$ cat config.mk
export PLATFORM = sky130hd
export DESIGN_NAME = configurable_crc_engine_flat
export DESIGN_NICKNAME = d
export VERILOG_FILES = /design/src/rtl/ccrc_pkg.sv /design/src/rtl/ccrc_if.sv /design/src/rtl/ccrc_regs.sv /design/src/rtl/configurable_crc_engine.sv /design/src/flat_wrapper.sv
export SDC_FILE = /design/constraint.sdc
export NUM_CORES = 1
export LEC_CHECK = 0
export BUFFER_PORTS_ARGS = -buffer_cell sky130_fd_sc_hd__clkbuf_2
export CORE_MARGIN = 2
export CORE_UTILIZATION = 25
export DETAILED_ROUTE_END_ITERATION = 10
export GPL_ROUTABILITY_DRIVEN = 0
export PLACE_DENSITY = 0.45
export SETUP_SLACK_MARGIN = 0.15
export SKIP_CTS_REPAIR_TIMING = 1
export SLEW_MARGIN = 0
export SYNTH_ARGS = -nofsm -noshare
export SYNTH_HDL_FRONTEND = slang
export SYNTH_SLANG_ARGS = --single-unit
$ cat constraint.sdc
create_clock -name clk_i -period 7.15 [get_ports clk_i]
set_clock_uncertainty 0.2 [all_clocks]
set_input_delay 1.0725 -clock clk_i [delete_from_list [all_inputs] [get_ports clk_i]]
set_output_delay 1.0725 -clock clk_i [all_outputs]
set_load 0.05 [all_outputs]
$ cat src/rtl/ccrc_pkg.sv
// package with types, register map and crc helper functions of the crc engine
`timescale 1ns / 1ps
`default_nettype none

package ccrc_pkg;

  localparam int unsigned CrcW  = 32;
  localparam int unsigned AddrW = 5;

  typedef enum logic [1:0] {
    OP_DATA = 2'd0,
    OP_LAST = 2'd1,
    OP_END  = 2'd2,
    OP_NONE = 2'd3
  } ccrc_op_e;

  typedef enum logic [2:0] {
    REG_WIDTH_MODE  = 3'd0,
    REG_POLYNOMIAL  = 3'd1,
    REG_INIT_VALUE  = 3'd2,
    REG_FINAL_XOR   = 3'd3,
    REG_REFLECT_IN  = 3'd4,
    REG_REFLECT_OUT = 3'd5
  } ccrc_reg_e;

  localparam logic [1:0] WIDTH_8  = 2'd0;
  localparam logic [1:0] WIDTH_16 = 2'd1;
  localparam logic [1:0] WIDTH_32 = 2'd2;

  localparam logic [CrcW-1:0] TOP_8  = 32'h0000_0080;
  localparam logic [CrcW-1:0] TOP_16 = 32'h0000_8000;
  localparam logic [CrcW-1:0] TOP_32 = 32'h8000_0000;

  typedef struct packed {
    logic [1:0]      width_mode;
    logic [CrcW-1:0] polynomial;
    logic [CrcW-1:0] init_value;
    logic [CrcW-1:0] final_xor;
    logic            reflect_input;
    logic            reflect_output;
  } ccrc_cfg_t;

  localparam ccrc_cfg_t CFG_RESET = '{
    width_mode:     WIDTH_32,
    polynomial:     32'h04C1_1DB7,
    init_value:     32'hFFFF_FFFF,
    final_xor:      32'hFFFF_FFFF,
    reflect_input:  1'b1,
    reflect_output: 1'b1
  };

  function automatic logic [CrcW-1:0] width_mask(input logic [1:0] mode);
    logic [CrcW-1:0] m;
    case (mode)
      WIDTH_8:  m = 32'h0000_00FF;
      WIDTH_16: m = 32'h0000_FFFF;
      default:  m = 32'hFFFF_FFFF;
    endcase
    return m;
  endfunction

  function automatic logic [CrcW-1:0] top_bit(input logic [1:0] mode);
    logic [CrcW-1:0] t;
    case (mode)
      WIDTH_8:  t = TOP_8;
      WIDTH_16: t = TOP_16;
      default:  t = TOP_32;
    endcase
    return t;
  endfunction

  function automatic logic [7:0] rev8(input logic [7:0] v);
    logic [7:0] r;
    for (int i = 0; i < 8; i++) begin
      r[i] = v[7-i];
    end
    return r;
  endfunction

  // reverse the low width bits, zero above
  function automatic logic [CrcW-1:0] reflect_w(input logic [CrcW-1:0] v,
                                                input logic [1:0]      mode);
    logic [CrcW-1:0] r;
    logic [CrcW-1:0] o;
    for (int i = 0; i < CrcW; i++) begin
      r[i] = v[CrcW-1-i];
    end
    case (mode)
      WIDTH_8:  o = r >> 24;
      WIDTH_16: o = r >> 16;
      default:  o = r;
    endcase
    return o;
  endfunction

  // one byte through eight shift and conditional polynomial steps
  function automatic logic [CrcW-1:0] crc_byte(input logic [CrcW-1:0] crc,
                                               input logic [7:0]      b,
                                               input logic [CrcW-1:0] poly,
                                               input logic [1:0]      mode);
    logic [CrcW-1:0] m;
    logic [CrcW-1:0] p;
    logic [CrcW-1:0] t;
    logic [CrcW-1:0] r;
    m = width_mask(mode);
    t = top_bit(mode);
    p = poly & m;
    case (mode)
      WIDTH_8:  r = crc ^ {24'd0, b};
      WIDTH_16: r = crc ^ {16'd0, b, 8'd0};
      default:  r = crc ^ {b, 24'd0};
    endcase
    r = r & m;
    for (int i = 0; i < 8; i++) begin
      r = ((r << 1) ^ ((|(r & t)) ? p : '0)) & m;
    end
    return r;
  endfunction

endpackage

`default_nettype wire

$ cat src/rtl/ccrc_if.sv
// valid/ready channel interfaces for crc input bytes and crc results
`timescale 1ns / 1ps
`default_nettype none

interface ccrc_in_if;
  logic       valid;
  logic       ready;
  logic [1:0] op;
  logic [7:0] data_byte;

  modport source (output valid, output op, output data_byte, input ready);
  modport sink (input valid, input op, input data_byte, output ready);
endinterface

interface ccrc_out_if;
  logic        valid;
  logic        ready;
  logic [31:0] crc_value;

  modport source (output valid, output crc_value, input ready);
  modport sink (input valid, input crc_value, output ready);
endinterface

`default_nettype wire

$ cat src/rtl/ccrc_regs.sv
// apb configuration registers of the crc engine
`timescale 1ns / 1ps
`default_nettype none

module ccrc_regs import ccrc_pkg::*; (
  input  logic                 clk_i,
  input  logic                 rst_ni,
  input  logic                 psel,
  input  logic                 penable,
  input  logic                 pwrite,
  input  logic [AddrW-1:0]     paddr,
  input  logic [31:0]          pwdata,
  output logic [31:0]          prdata,
  output logic                 pready,
  output ccrc_cfg_t            cfg_o,
  output logic                 reload_o,
  output logic [CrcW-1:0]      reload_value_o
);

  ccrc_cfg_t cfg_q, cfg_d;
  ccrc_reg_e idx;
  logic      wr;

  assign idx   = ccrc_reg_e'(paddr[AddrW-1:2]);
  assign wr    = psel && penable && pwrite;
  assign pready = 1'b1;

  always_comb begin
    cfg_d = cfg_q;
    if (wr) begin
      case (idx)
        REG_WIDTH_MODE:  cfg_d.width_mode     = pwdata[1:0];
        REG_POLYNOMIAL:  cfg_d.polynomial     = pwdata;
        REG_INIT_VALUE:  cfg_d.init_value     = pwdata;
        REG_FINAL_XOR:   cfg_d.final_xor      = pwdata;
        REG_REFLECT_IN:  cfg_d.reflect_input  = pwdata[0];
        REG_REFLECT_OUT: cfg_d.reflect_output = pwdata[0];
        default: ;
      endcase
    end
  end

  // any write inside the map restarts the message with the new settings
  always_comb begin
    reload_o       = wr && (idx inside {[REG_WIDTH_MODE:REG_REFLECT_OUT]});
    reload_value_o = cfg_d.init_value & width_mask(cfg_d.width_mode);
  end

  always_comb begin
    case (idx)
      REG_WIDTH_MODE:  prdata = {30'd0, cfg_q.width_mode};
      REG_POLYNOMIAL:  prdata = cfg_q.polynomial;
      REG_INIT_VALUE:  prdata = cfg_q.init_value;
      REG_FINAL_XOR:   prdata = cfg_q.final_xor;
      REG_REFLECT_IN:  prdata = {31'd0, cfg_q.reflect_input};
      REG_REFLECT_OUT: prdata = {31'd0, cfg_q.reflect_output};
      default:         prdata = '0;
    endcase
  end

  always_ff @(posedge clk_i or negedge rst_ni) begin
    if (!rst_ni) begin
      cfg_q <= CFG_RESET;
    end else begin
      cfg_q <= cfg_d;
    end
  end

  assign cfg_o = cfg_q;

endmodule

`default_nettype wire

$ cat src/rtl/configurable_crc_engine.sv
// top level of the configurable crc engine (8, 16 or 32 bit crc, byte per cycle)
//
// in_i carries one byte transfer per cycle: op selects continue, last byte,
// end of message without a byte, or none. out_o carries one crc_value
// transfer for every last-byte or end transfer; other transfers produce nothing.
// an accepted byte lands in an input register; when it advances, the eight
// unrolled shift steps update the running crc and, at a message end, the
// result register is loaded; one byte is taken every cycle while in_i is
// not held.
// the apb port sets width, polynomial, init value, final xor and the two
// reflection flags; every write inside the map reloads the running crc with
// the init value and should only be made while the engine is idle.
// reset loads the default crc-32 settings and clears both channel stages.
// while out_o is stalled with a result waiting, the engine keeps taking
// continue transfers; it holds in_i only when a second result would need
// the occupied output register.
`timescale 1ns / 1ps
`default_nettype none

module configurable_crc_engine import ccrc_pkg::*; (
  input  logic             clk_i,
  input  logic             rst_ni,
  ccrc_in_if.sink          in_i,
  ccrc_out_if.source       out_o,
  input  logic             psel,
  input  logic             penable,
  input  logic             pwrite,
  input  logic [AddrW-1:0] paddr,
  input  logic [31:0]      pwdata,
  output logic [31:0]      prdata,
  output logic             pready
);

  ccrc_cfg_t       cfg;
  logic            reload;
  logic [CrcW-1:0] reload_value;

  ccrc_regs u_regs (
    .clk_i          (clk_i),
    .rst_ni         (rst_ni),
    .psel           (psel),
    .penable        (penable),
    .pwrite         (pwrite),
    .paddr          (paddr),
    .pwdata         (pwdata),
    .prdata         (prdata),
    .pready         (pready),
    .cfg_o          (cfg),
    .reload_o       (reload),
    .reload_value_o (reload_value)
  );

  logic            s1_valid_q, s1_valid_d;
  ccrc_op_e        s1_op_q;
  logic [7:0]      s1_byte_q;
  logic            out_valid_q, out_valid_d;
  logic [CrcW-1:0] out_crc_q;
  logic [CrcW-1:0] crc_q, crc_d;

  logic            in_xfer;
  logic            needs_out;
  logic            advance;
  logic [7:0]      byte_in;
  logic [CrcW-1:0] crc_upd;
  logic [CrcW-1:0] crc_fin;
  logic [CrcW-1:0] result;
  logic [CrcW-1:0] mask;

  assign mask      = width_mask(cfg.width_mode);
  assign needs_out = (s1_op_q == OP_LAST) || (s1_op_q == OP_END);
  assign advance   = s1_valid_q && (!needs_out || !out_valid_q || out_o.ready);
  assign in_i.ready = !s1_valid_q || advance;
  assign in_xfer   = in_i.valid && in_i.ready;

  always_comb begin
    byte_in = cfg.reflect_input ? rev8(s1_byte_q) : s1_byte_q;
    crc_upd = crc_byte(crc_q, byte_in, cfg.polynomial, cfg.width_mode);
    crc_fin = (s1_op_q == OP_LAST) ? crc_upd : crc_q;
    result  = (cfg.reflect_output ? reflect_w(crc_fin & mask, cfg.width_mode)
                                  : (crc_fin & mask)) ^ (cfg.final_xor & mask);
  end

  always_comb begin
    crc_d = crc_q;
    if (reload) begin
      crc_d = reload_value;
    end else if (advance) begin
      case (s1_op_q)
        OP_DATA:         crc_d = crc_upd;
        OP_LAST, OP_END: crc_d = cfg.init_value & mask;
        default:         crc_d = crc_q;
      endcase
    end
  end

  always_comb begin
    s1_valid_d = s1_valid_q;
    if (in_xfer) begin
      s1_valid_d = 1'b1;
    end else if (advance) begin
      s1_valid_d = 1'b0;
    end
  end

  always_comb begin
    out_valid_d = out_valid_q;
    if (advance && needs_out) begin
      out_valid_d = 1'b1;
    end else if (out_o.ready) begin
      out_valid_d = 1'b0;
    end
  end

  always_ff @(posedge clk_i or negedge rst_ni) begin
    if (!rst_ni) begin
      s1_valid_q  <= 1'b0;
      out_valid_q <= 1'b0;
      crc_q       <= CFG_RESET.init_value;
    end else begin
      s1_valid_q  <= s1_valid_d;
      out_valid_q <= out_valid_d;
      crc_q       <= crc_d;
    end
  end

  always_ff @(posedge clk_i) begin
    if (in_xfer) begin
      s1_op_q   <= ccrc_op_e'(in_i.op);
      s1_byte_q <= in_i.data_byte;
    end
    if (advance && needs_out) begin
      out_crc_q <= result;
    end
  end

  assign out_o.valid     = out_valid_q;
  assign out_o.crc_value = out_crc_q;

endmodule

`default_nettype wire

$ cat src/flat_wrapper.sv
// flat-port wrapper written by rule: the top's interface ports become plain ports
module configurable_crc_engine_flat import ccrc_pkg::*;
  (clk_i, rst_ni, psel, penable, pwrite, paddr, pwdata, prdata, pready, in_i_valid, in_i_op, in_i_data_byte, in_i_ready, out_o_valid, out_o_crc_value, out_o_ready);
  ccrc_in_if in_i_i ();
  ccrc_out_if out_o_i ();
  input  logic clk_i;
  input  logic rst_ni;
  input  logic psel;
  input  logic penable;
  input  logic pwrite;
  input  logic [AddrW-1:0] paddr;
  input  logic [31:0] pwdata;
  output logic [31:0] prdata;
  output logic pready;
  input wire logic [$bits(in_i_i.valid)-1:0] in_i_valid;
  input wire logic [$bits(in_i_i.op)-1:0] in_i_op;
  input wire logic [$bits(in_i_i.data_byte)-1:0] in_i_data_byte;
  output wire logic [$bits(in_i_i.ready)-1:0] in_i_ready;
  output wire logic [$bits(out_o_i.valid)-1:0] out_o_valid;
  output wire logic [$bits(out_o_i.crc_value)-1:0] out_o_crc_value;
  input wire logic [$bits(out_o_i.ready)-1:0] out_o_ready;
  assign in_i_i.valid = in_i_valid;
  assign in_i_i.op = in_i_op;
  assign in_i_i.data_byte = in_i_data_byte;
  assign in_i_ready = in_i_i.ready;
  assign out_o_valid = out_o_i.valid;
  assign out_o_crc_value = out_o_i.crc_value;
  assign out_o_i.ready = out_o_ready;
  configurable_crc_engine u_core (.clk_i(clk_i), .rst_ni(rst_ni), .in_i(in_i_i), .out_o(out_o_i), .psel(psel), .penable(penable), .pwrite(pwrite), .paddr(paddr), .pwdata(pwdata), .prdata(prdata), .pready(pready));
endmodule
* Word-level counts from Yosys, hierarchy flattened *
Index checks and enable logic that the tools add are counted.

operators by class
  order comparisons = 2
  equality and inequality tests = 9
  muxes and demuxes = 31
  bitwise operators = 34
  reduce and logical (&&, ||, !) cells = 36

operators by type and width
  kind                                                                                 count
  32-bit bitwise AND                                                                   22
  32-bit 2-to-1 mux                                                                    15
  32-bit one-hot mux with 2 select lines                                               6
  32-bit bitwise XOR                                                                   10
  32-bit OR reduction                                                                  8
  32-bit one-hot mux with 6 select lines                                               1
  100-bit 2-to-1 mux                                                                   1
  32-bit by 16-bit bitwise XOR with 32-bit output                                      1
  32-bit by 8-bit bitwise XOR with 32-bit output                                       1
  2-bit AND reduction                                                                  5
  8-bit 2-to-1 mux                                                                     1
  1-bit logical AND                                                                    7
  2-bit by 1-bit == test with 1-bit output, second input constant                      3
  3-bit by 2-bit == test with 1-bit output, second input constant                      2
  3-bit == test, second input constant                                                 2
  2-bit logical NOT                                                                    3
  1-bit 2-to-1 mux                                                                     6
  2-bit nonzero test                                                                   3
  1-bit logical OR                                                                     4
  3-bit by 1-bit == test with 1-bit output, second input constant                      1
  3-bit by 1-bit greater-or-equal comparator with 1-bit output, second input constant  1
  3-bit <= comparator, second input constant                                           1
  1-bit logical NOT                                                                    3
  3-bit logical NOT                                                                    1
  4 further kinds                                                                      4

word-level totals
  register bits = 176
  bits of input ports = 54
  logic and storage cells = 124

* Longest topological paths before layout *
Gate-level depths: netlist of the first run.

  word-level depth = 49
  depth in mapped cells = 26

* Modules after synthesis *
Synthesis of the first run repeated with hierarchy kept, for this count alone.

second synthesis, totals
  cells, all modules = 1848
  area total of the unflattened synthesis = 15991.6 sq um

modules (own cells, without submodules)
  module                   times used  cells an instance  area an instance (sq um)  sequential area each (sq um)
  configurable_crc_engine  1           1412               10731.5                   2152.1
  ccrc_regs                1           436                5260.0                    2603.7

* Worst setup path after synthesis of the first run *
OpenSTA, ideal clock, no wires.

  path kind = register to register
  start = register u_core.u_regs.cfg_q (netlist bit u_core.u_regs.cfg_o[1])
  end = register u_core.out_crc_q[4] (netlist: u_core.out_o.crc_value[4]), data pin
  setup time = 0.265 ns
  arrival time = 6.172 ns
  setup slack = 0.513 ns
  cell stages (with the launch flop) = 24
  period minus slack after synthesis = 6.637 ns
  path through = dfstp_2 buf_6 mux2i_4 mux2_2 a2111oi_2 nor4_2 o21ai_0 o31a_1 mux2i_1 xnor2_2 mux2_2 and3_1 clkbuf_1 or4_4 a31o_1 a21o_1 mux2i_4 or3_1 buf_2 and3_1 o211a_1 o41ai_1 a22oi_1 xor2_1

between the ends
  word-level cells in the longest chain between the ends = 49
  elaborated cells on any way between the ends = 51
  classes of those cells = 13 x mux; 30 x bitwise; 8 x reduce/logical

RTL lines
  item                                                                          line                                                          RTL
  start: declaration                                                            ccrc_regs.sv:20                                               ccrc_cfg_t cfg_q, cfg_d;
  start signal: assignment                                                      ccrc_regs.sv:65                                               cfg_q <= cfg_d;
  8-bit 2-to-1 mux *                                                            configurable_crc_engine.sv:76                                 byte_in = cfg.reflect_input ? rev8(s1_byte_q) : s1_byte_q;
  32-bit by 8-bit bitwise XOR with 32-bit output, or another cell as far along  ccrc_pkg.sv:109                                               WIDTH_8: r = crc ^ {24'd0, b};
  32-bit one-hot mux with 2 select lines *                                      ccrc_pkg.sv:108                                               case (mode)
  32-bit bitwise AND *                                                          ccrc_pkg.sv:113                                               r = r & m;
  32-bit bitwise AND                                                            ccrc_pkg.sv:115                                               r = ((r << 1) ^ ((|(r & t)) ? p : '0)) & m;
  32-bit OR reduction                                                           ccrc_pkg.sv:115
  32-bit 2-to-1 mux                                                             ccrc_pkg.sv:115
  32-bit bitwise XOR *                                                          ccrc_pkg.sv:115
  (+34 left out)                                                                n/a
  32-bit bitwise XOR *                                                          ccrc_pkg.sv:115
  32-bit bitwise AND *                                                          ccrc_pkg.sv:115
  32-bit 2-to-1 mux *                                                           configurable_crc_engine.sv:78                                 crc_fin = (s1_op_q == OP_LAST) ? crc_upd : crc_q;
  32-bit bitwise AND *                                                          configurable_crc_engine.sv:79, configurable_crc_engine.sv:80
  32-bit one-hot mux with 2 select lines                                        ccrc_pkg.sv:88                                                case (mode)
  32-bit 2-to-1 mux *                                                           configurable_crc_engine.sv:79                                 result = (cfg.reflect_output ? reflect_w(crc_fin & mask, cfg.width_mode)
  32-bit bitwise XOR *                                                          configurable_crc_engine.sv:80                                 : (crc_fin & mask)) ^ (cfg.final_xor & mask);
  named net u_core.result[4]                                                    configurable_crc_engine.sv:66                                 logic [CrcW-1:0] result;
  end signal: assignment                                                        configurable_crc_engine.sv:132                                out_crc_q <= result;
  end: declaration                                                              configurable_crc_engine.sv:57                                 logic [CrcW-1:0] out_crc_q;

The timed path passes the listed nets; every way through them passes the cells marked *.
A chain may end at the register's enable or synchronous reset.

* Worst setup path in the final report of the first run *
  start = register u_core.u_regs.cfg_q (netlist bit u_core.u_regs.cfg_o[98])
  end = register u_core.out_crc_q[10] (netlist: u_core.out_o.crc_value[10]), data pin

between the ends
  word-level cells in the longest chain between the ends = 48
  elaborated cells on any way between the ends = 53
  classes of those cells = 1 x eq/ne; 14 x mux; 29 x bitwise; 9 x reduce/logical

RTL lines
  item                                                                           line
  2-bit by 1-bit == test with 1-bit output or 2-bit logical NOT (tied branches)  n/a
  32-bit one-hot mux with 2 select lines (on tied branches)                      ccrc_pkg.sv:108, ccrc_pkg.sv:54
  32-bit bitwise AND                                                             ccrc_pkg.sv:113
  32-bit bitwise AND                                                             ccrc_pkg.sv:115
  32-bit OR reduction                                                            ccrc_pkg.sv:115
  32-bit 2-to-1 mux                                                              ccrc_pkg.sv:115
  32-bit bitwise XOR                                                             ccrc_pkg.sv:115
  32-bit bitwise AND (2 in series)                                               ccrc_pkg.sv:115
  (+32 left out)                                                                 n/a
  32-bit bitwise XOR                                                             ccrc_pkg.sv:115
  32-bit bitwise AND                                                             ccrc_pkg.sv:115
  32-bit 2-to-1 mux                                                              configurable_crc_engine.sv:78
  32-bit bitwise AND                                                             configurable_crc_engine.sv:79, configurable_crc_engine.sv:80
  32-bit one-hot mux with 2 select lines                                         ccrc_pkg.sv:88
  32-bit 2-to-1 mux                                                              configurable_crc_engine.sv:79
  32-bit bitwise XOR *                                                           configurable_crc_engine.sv:80
  named net u_core.result[10]                                                    configurable_crc_engine.sv:66

Marked as above.

==> results of run 1 <==
[critical path, stage by stage (launching register included)]
cell,delay [ps]
dfrtp_2,540
buf_4,210
and3b_1,180
a221o_1,370
buf_4,140
a22oi_2,240
a21oi_2,100
and4_1,180
or4_4,590
a211oi_2,330
a211o_4,190
buf_6,170
nand3_1,160
and3_1,210
and3_2,290
o311a_1,420
a211oi_4,340
mux2i_4,330
buf_6,180
buf_6,130
o31ai_1,70
xnor2_1,170
a21o_1,230
buf_4,150
and4_1,190
a2111o_1,390
[area by class of cell]
type                    count  area [µm²]  share of cell area (%)
repair buffers            446        3130                    14.9
inverters                  22        82.6                   0.392
clock buffers              17         425                    2.02
flip-flops and latches    176        4760                    22.6
clock inverters            15         149                   0.707
diodes                      1        2.50                  0.0119
multi-input cells        1508       11400                    54.3
well taps                 855        1070                    5.08
[through the flow]
stage | util [%] | setup WS, ps | cell area (µm²) | instances
CTS | 31.3 | -144 | 20100 | 3005
global route | 32.7 | -41.3 | 21100 | 3039
global placement | 30.4 | -62.0 | 19500 | 2973
floorplan | - | 513 | 16200 | 1857
finish | 32.7 | 166 | 21100 | 3040
detailed placement | 30.4 | -89.1 | 19500 | 2973
[routing by layer]
layer	share of wire, %	vias to the layer above
met5	0	-
met4	3.4	0
met3	6.2	88
met2	46	568
met1	45	7916
li1	-	7293
[state kept, by name, indices dropped and copies added (netlist names)]
register	cells
u_core.s1_byte_q	8
u_core.s1_valid_q	1
u_core.s1_op_q	2
u_core.u_regs.cfg_o	100
u_core.out_o.valid	1
u_core.out_o.crc_value	32
u_core.crc_q	32
[synth_stat cells (5+ instances only)]
library cell	instances
nand2_1	239
xnor2_1	196
nor2_1	144
mux2_2	141
clkbuf_1	123
dfstp_2	113
o21ai_0	102
a21oi_1	79
mux2i_1	72
xor2_1	58
nand3_1	43
edfxtp_1	42
a22oi_1	41
o31ai_1	27
nor3_1	24
inv_1	22
dfrtp_1	21
and3_1	18
nand4_1	17
o211ai_1	17
a211oi_1	16
a31oi_1	16
a21o_1	15
buf_2	14
nand2b_1	14
and2_1	12
o21a_1	12
buf_1	11
o21ai_1	11
or3_1	11
a211o_1	10
nor2b_1	8
nor4_1	8
o211a_1	8
xnor3_1	8
and4_1	6
o2111a_1	6
or2_2	6
mux2i_4	5
o311ai_0	5
xnor2_2	5
xor3_1	5
[logic make-up after synthesis]
logic type | count (synthesis)
AOI/OAI and AO/OA | 434
buffers and inverters | 173
muxes | 224
and+or+nand+nor | 574
DFF | 176
adders and majority gates | 2
xor gates and xnor gates | 273
other | 1
[how the worst min path moves through the flow]
stage | start | end | slack, ps | cells after the start
2_1_floorplan | u_core.s1_valid_q | u_core.out_o.valid | 290 | 2
3_3_place_gp | u_core.crc_q[9] | u_core.crc_q[9] | 330 | 2
3_5_place_dp | u_core.crc_q[9] | u_core.crc_q[9] | 330 | 2
4_1_cts | u_core.crc_q[27] | u_core.crc_q[27] | 340 | 2
5_1_grt | u_core.crc_q[9] | u_core.crc_q[9] | 360 | 2
6_report | u_core.crc_q[27] | u_core.crc_q[27] | 340 | 2
==> metrics.txt, run 1 <==
worst min-delay path class reg2reg; status finished clean; Critical Path Sink u_core.out_o.crc_value[10]; fin crit share between 90 and 100%; worst-path fanout max 10; area fraction in compound gates after synthesis between 10% and 20%; flop-to-flop setup slack 170 ps; Yosys reg bits 176; max-cap viol count 0; die span in y 259 µm; met3 GRT Util 3.74%; Post-Synth Adder-Cell Area less than 1%; reg2reg end u_core.out_o.crc_value[10]; syn nets between 1500 and 2000; worst endpoint required time 7180 ps; drt drc 0; fin. max-slew vios 0; synth top area cells dfstp_2, xnor2_1, mux2_2, edfxtp_1, nand2_1; post-synthesis xor/xnor area fraction between 10% and 20%; sequential share of the synthesized area between 20% and 30%; Die ar. roughly 0.067 mm²; number of I/O pins 121; clock latency on the worst-skew pair between 500 and 600 ps; warnings from Yosys 0; GR met1 Demand/Resource 28.3%; final setup fails 0; maximum clock path buffer count 2; Cells after Synth 1857; cell taking the most area after synthesis dfstp_2; row count 93; grt peak-use layer met2; clock period minus worst slack 6980 ps; CTS tree done; initial antenna violation count 0; most common cell after layout, fill and taps aside buf_4; Rel. slew slack 22.8%; FMAX 143 MHz; Synth cell types 94; asr flop ratio synth 76.1%; first-pass GRT wire length 102000 µm; critical path type reg2reg; Vias/cell 5.22; WP data arrival about 7000 ps; routed wire length ~70000 µm; worst hold slack 336 ps; Total GRT Usage 20.7%; RSZ-0062 raised after global routing yes; largest family of logic cells by synthesized area compound AO/OA/AOI/OAI gates; Cell Area, Synth 0.0162 mm²; Crit. End Element flip-flop; Routed Antenna Nets 0; Critical R2R Launch u_core.u_regs.cfg_o[98]; Sink Count 176; setup TNS 0 ps; clock-pin slew on the worst setup and hold paths 80 ps; Yosys top cell area share between 10% and 20%; Post-synth EDFFs 42; first-pass detailed-route iteration total 5; IO Port Bufs 117; Final Hold Violating Endpoints 0; commonest non-fill, non-tap cells in the layout buf_4, nand2_1, xnor2_1, nor2_1, mux2_2; CTS H-tree depth 4; Final #Nets 2227; Fillers 6755; Core ar. 0.0643 mm²; Layout area overhead 29.9%; fraction of layout instances using a drive strength above 1 between 30 and 40%; wire per inst 23.2 µm; Avg Cell Area, Syn between 8 and 9 µm²; number of global-route vias before repair 15083; Simple-Gate Fraction of Synth Area between 10% and 20%; measured slew at the worst slew-check pin 1160 ps; crit start category flip-flop; Congestion Overflow GR 0; vias 15865; Final HPWL DP 54000 µm; Die X around 260 µm; FF-to-FF path depth 25; drt first-iter violations 1181; initial core utilization roughly 25%; clk root buf clkbuf_16; met2 usage 32.4%; CP startpoint u_core.u_regs.cfg_o[98]; ys flop type dfstp_2; largest net degree at the start of global routing 70; multiplexer area fraction after synthesis 15.6%; number of buffers created by CTS 17
Power of run 1 is left out: the tool's default activity adds up to more than one toggle a clock period on the data nets, which glitch-free logic cannot reach.
==> run 2: changes to the inputs <==
Settings changed: CORE_ASPECT_RATIO set to 1.75.
==> run 2 against run 1 <==
Net effect: final area is 5.1% higher; via count is 3.2% higher; utilization is 1.8 points higher; routed wire length is 10% higher; global-route usage is 1.8 points higher; sequential share of layout area is 1.1 points lower; sequential cell count stayed put; non-clock buffer count is 56 higher; count of clock-buffer cells in the layout is 2 higher; first-iteration DRC count is 0.17% lower; critical path type unchanged.
==> metrics.txt, run 2 (synthesis gave the netlist of run 1 again) <==
measured slew at the worst slew-check pin 1160 ps; wire per inst 25.4 µm; first-pass detailed-route iteration total 5; routed wire length 77600 µm; fin. max-slew vios 0; clock period minus worst slack a little over 7000 ps; Routed Antenna Nets 0; Rel. slew slack between 20 and 25%; RSZ-0062 raised after global routing yes; Core ar. 0.0642 mm²; clock-pin slew on the worst setup and hold paths roughly 80 ps; most common cell after layout, fill and taps aside buf_4; CP max stage cell dfstp_2; worst-path fanout max 7; Final Hold Violating Endpoints 0; clock latency on the worst-skew pair around 470 ps; Final Util around 35%; Congestion Overflow GR 0; clk root buf clkbuf_16; worst endpoint required time slightly above 7000 ps; initial core utilization 25.3%; vias 16370; Sink Count 176; final setup fails 0; IO Port Bufs 117; first-pass GRT wire length 109000 µm; WP data arrival between 7000 and 8000 ps; largest net degree at the start of global routing 109; worst min-delay path class in2async; die span in y 341 µm; crit start category flip-flop; number of buffers created by CTS 17; Final #Nets 2283; max-cap viol count 0; reg2reg end u_core.out_o.crc_value[0]; Vias/cell ~5.4; Layout area overhead 36.6%; Critical R2R Launch u_core.u_regs.cfg_o[1]; FMAX 141 MHz; fin crit share about 99%; fraction of layout instances using a drive strength above 1 44.2%; status finished clean; CTS H-tree depth 4; Die ar. 0.0670 mm²; Die X 197 µm; drt first-iter violations 1179; number of global-route vias before repair 15967; Total GRT Usage 22.5%; Final HPWL DP 59300 µm; CTS tree done; Crit. End Element flip-flop; max FFs per register 100; multi-input combinational cell area around 0.012 mm²; Fillers about 6500; Max stage delay on crit path 650 ps; final antenna diode count 0; CP startpoint u_core.u_regs.cfg_o[1]; initial antenna violation count 0; commonest non-fill, non-tap cells in the layout buf_4, nand2_1, xnor2_1, nor2_1, mux2_2; critical path type reg2reg; number of I/O pins approximately 120; storage element area 0.00476 mm²; drt drc 0; flop-to-flop setup slack 40 ps; maximum clock path buffer count 2; FF-to-FF path depth 26; row count 123
==> run 2: cell types whose count changed in the layout (fill, tap and decap cells not counted), moves of 8 or more <==
cell     previous run  this run
buf_12              1        10
o31ai_1            22        14
buf_6              15        27
buf_4             313       343
==> run 2: cell type report <==
cell class                      count  share of cell area, %
Timing Repair Buffer              502                   17.1
Clock inverter                     13                  0.509
Inverter                           22                  0.373
Sequential cell                   176                   21.5
Multi-Input combinational cell   1508                   53.9
Clock buffer                       19                   2.10
Tap cell                          812                   4.59
==> run 2: worst max path at each step <==
stage                           endpoint  slack, ps
2_1_floorplan  u_core.out_o.crc_value[4]        510
3_3_place_gp   u_core.out_o.crc_value[0]       -550
3_5_place_dp   u_core.out_o.crc_value[0]       -650
4_1_cts        u_core.out_o.crc_value[0]       -700
5_1_grt        u_core.out_o.crc_value[0]       -110
6_report       u_core.out_o.crc_value[0]         40
==> run 2: worst max-delay path: cells and delay by family (launching register included) <==
family | cells | cell delay, ps
simple gates | 5 | 1340
xor+xnor | 4 | 700
flops | 1 | 650
mux | 5 | 1520
buf+inv | 6 | 960
compound gates | 6 | 1460
==> run 2: routing by layer <==
| layer | part of all wire, % | vias up | track usage [%] |
|---|---|---|---|
| li1 | - | 7390 | - |
| met1 | 36 | 8051 | 23.5 |
| met2 | 50 | 641 | 40.6 |
| met3 | 3.6 | 288 | 1.94 |
| met4 | 11 | 0 | 19.2 |
| met5 | 0 | - | 0 |
==> run 2: through the flow <==
stage / TNS [ps] / std cells / instance area (µm²) / hold WS (ps) / setup WS, ps
CTS: -12170 / 3004 / 20500 / 264 / -698
global placement: -6710 / 2972 / 19900 / 324 / -548
finish: 0 / 3052 / 22100 / 273 / 44.7
detailed placement: -10000 / 2972 / 19900 / 319 / -646
global route: -853 / 3052 / 22100 / 278 / -112
floorplan: 0 / 1857 / 16200 / 285 / 513
Power of run 2 is left out for the same reason.
==> run 3: changes to the inputs <==
Settings changed: CORE_ASPECT_RATIO 1.75 to 0.8.
==> run 3 against run 2 <==
Net effect: sequential share of layout area hardly changed; non-clock buffer count down 15; utilization is essentially flat; die area shrank 0.10%; critical endpoint is now u_core.out_o.crc_value[2]; worst setup slack improved by 160 ps; critical path type unchanged; cell count up 0.75%; global-route usage decreased by 1.2 points; critical path depth is the same; sequential cell count unchanged; first-iteration DRC count is 59% higher.
==> metrics.txt, run 3 (synthesis gave the netlist of run 1 again) <==
status finished clean; FMAX 144 MHz; worst endpoint required time 7200 ps; Congestion Overflow GR 0; Die X 289 µm; number of I/O pins roughly 120; delay-heaviest family, CP compound AO/OA/AOI/OAI gates; vias 16427; clock period minus worst slack approximately 7000 ps; CTS tree done; max FFs per register 100; Final #Nets 2268; Vias/cell 5.34; crit start category flip-flop; worst min-delay path class reg2reg; Core ar. 0.0642 mm²; Rel. slew slack 28.2%; commonest non-fill, non-tap cells in the layout buf_4, nand2_1, xnor2_1, nor2_1, mux2_2; clk root buf clkbuf_16; initial antenna violation count 3; fin crit share ~100%; clock-pin slew on the worst setup and hold paths 80 ps; final antenna diode count 0; Total GRT Usage between 20% and 30%; worst-path fanout max 7; Routed Antenna Nets 0; Final Hold Violating Endpoints 0; initial core utilization 25.3%; met2 usage 30.5%; Finished Cell Area 0.0221 mm²; pre-CTS setup slack -261 ps; GR met1 Demand/Resource a little under a third; measured slew at the worst slew-check pin approximately 1100 ps; first-pass GRT wire length 104000 µm; Layout area overhead 36.5%; most used cell along the critical path mux2i_4; row count 83; met3 GRT Util 4.32%; Final HPWL DP roughly 56000 µm; largest net degree at the start of global routing 80; critical path type reg2reg; number of buffers created by CTS 17; fin. max-slew vios 0; grt peak-use layer met1; clock latency on the worst-skew pair 500 ps; Die ar. 0.0669 mm²; number of global-route vias before repair about 15000; Crit. End Element flip-flop; Bufs and invs on worst path 6; die span in y 232 µm; CP max stage cell dfstp_2; most common cell after layout, fill and taps aside buf_4; IO Port Bufs 117; Final WS setup 206 ps; Max stage delay on crit path ~660 ps; CTS H-tree depth 4; fraction of layout instances using a drive strength above 1 44.0%; routed wire length 74000 µm; placed instance area 0.0196 mm²; drt first-iter violations 1879; drt drc 0; final setup fails 0; RSZ-0062 raised after global routing yes; wire per inst 24.1 µm; max-cap viol count 0; Sink Count 176; WP data arrival ~7000 ps; first-pass detailed-route iteration total 5; maximum clock path buffer count 2
[run 3: layer usage]
layer  wire (µm)  vias to the layer above
li1            -                     7378
met1       34400                     8211
met2       30700                      750
met3        6590                       88
met4        2310                        0
met5           0                        -
[run 3: final timing paths]
check / start / slack (ps) / to / depth (start not counted)
min: u_core.crc_q[9] / 350 / u_core.crc_q[9] / 2
max: u_core.u_regs.cfg_o[1] / 210 / u_core.out_o.crc_value[2] / 26
max reg2reg: u_core.u_regs.cfg_o[1] / 210 / u_core.out_o.crc_value[2] / 26
min in group asynchronous: rst_ni / 430 / u_core.u_regs.cfg_o[96] / 1
max in group asynchronous: rst_ni / 4990 / u_core.u_regs.cfg_o[98] / 2
min reg2reg: u_core.crc_q[9] / 350 / u_core.crc_q[9] / 2
[run 3: through the flow]
| step | cells | hold slack (ps) | TNS (ps) | util (%) |
|---|---|---|---|---|
| finish | 3075 | 349 | 0 | 34.5 |
| global route | 3075 | 377 | 0 | 34.5 |
| CTS | 3007 | 350 | -2440 | 31.4 |
| detailed placement | 2975 | 340 | -1320 | 30.5 |
| global placement | 2975 | 335 | -319 | 30.5 |
| floorplan | 1857 | 285 | 0 | - |
[run 3: worst reg2reg max path, delay by kind of cell, from the launching register on]
family / cells / cell delay, ps
xor+xnor: 3 / 500
simple gates: 4 / 1040
flops: 1 / 660
mux: 4 / 1330
buf+inv: 6 / 910
compound gates: 9 / 2050
[run 3: area by class of cell]
class                      count  area, µm²
clock buffer                  20        458
clock inverter                12       97.6
fill                        6679      42000
inverter                      22       82.6
multi-input combinational   1508      12100
sequential                   176       4760
tap                          850       1060
timing repair buffer         487       3610
Power of run 3 is left out for the same reason.
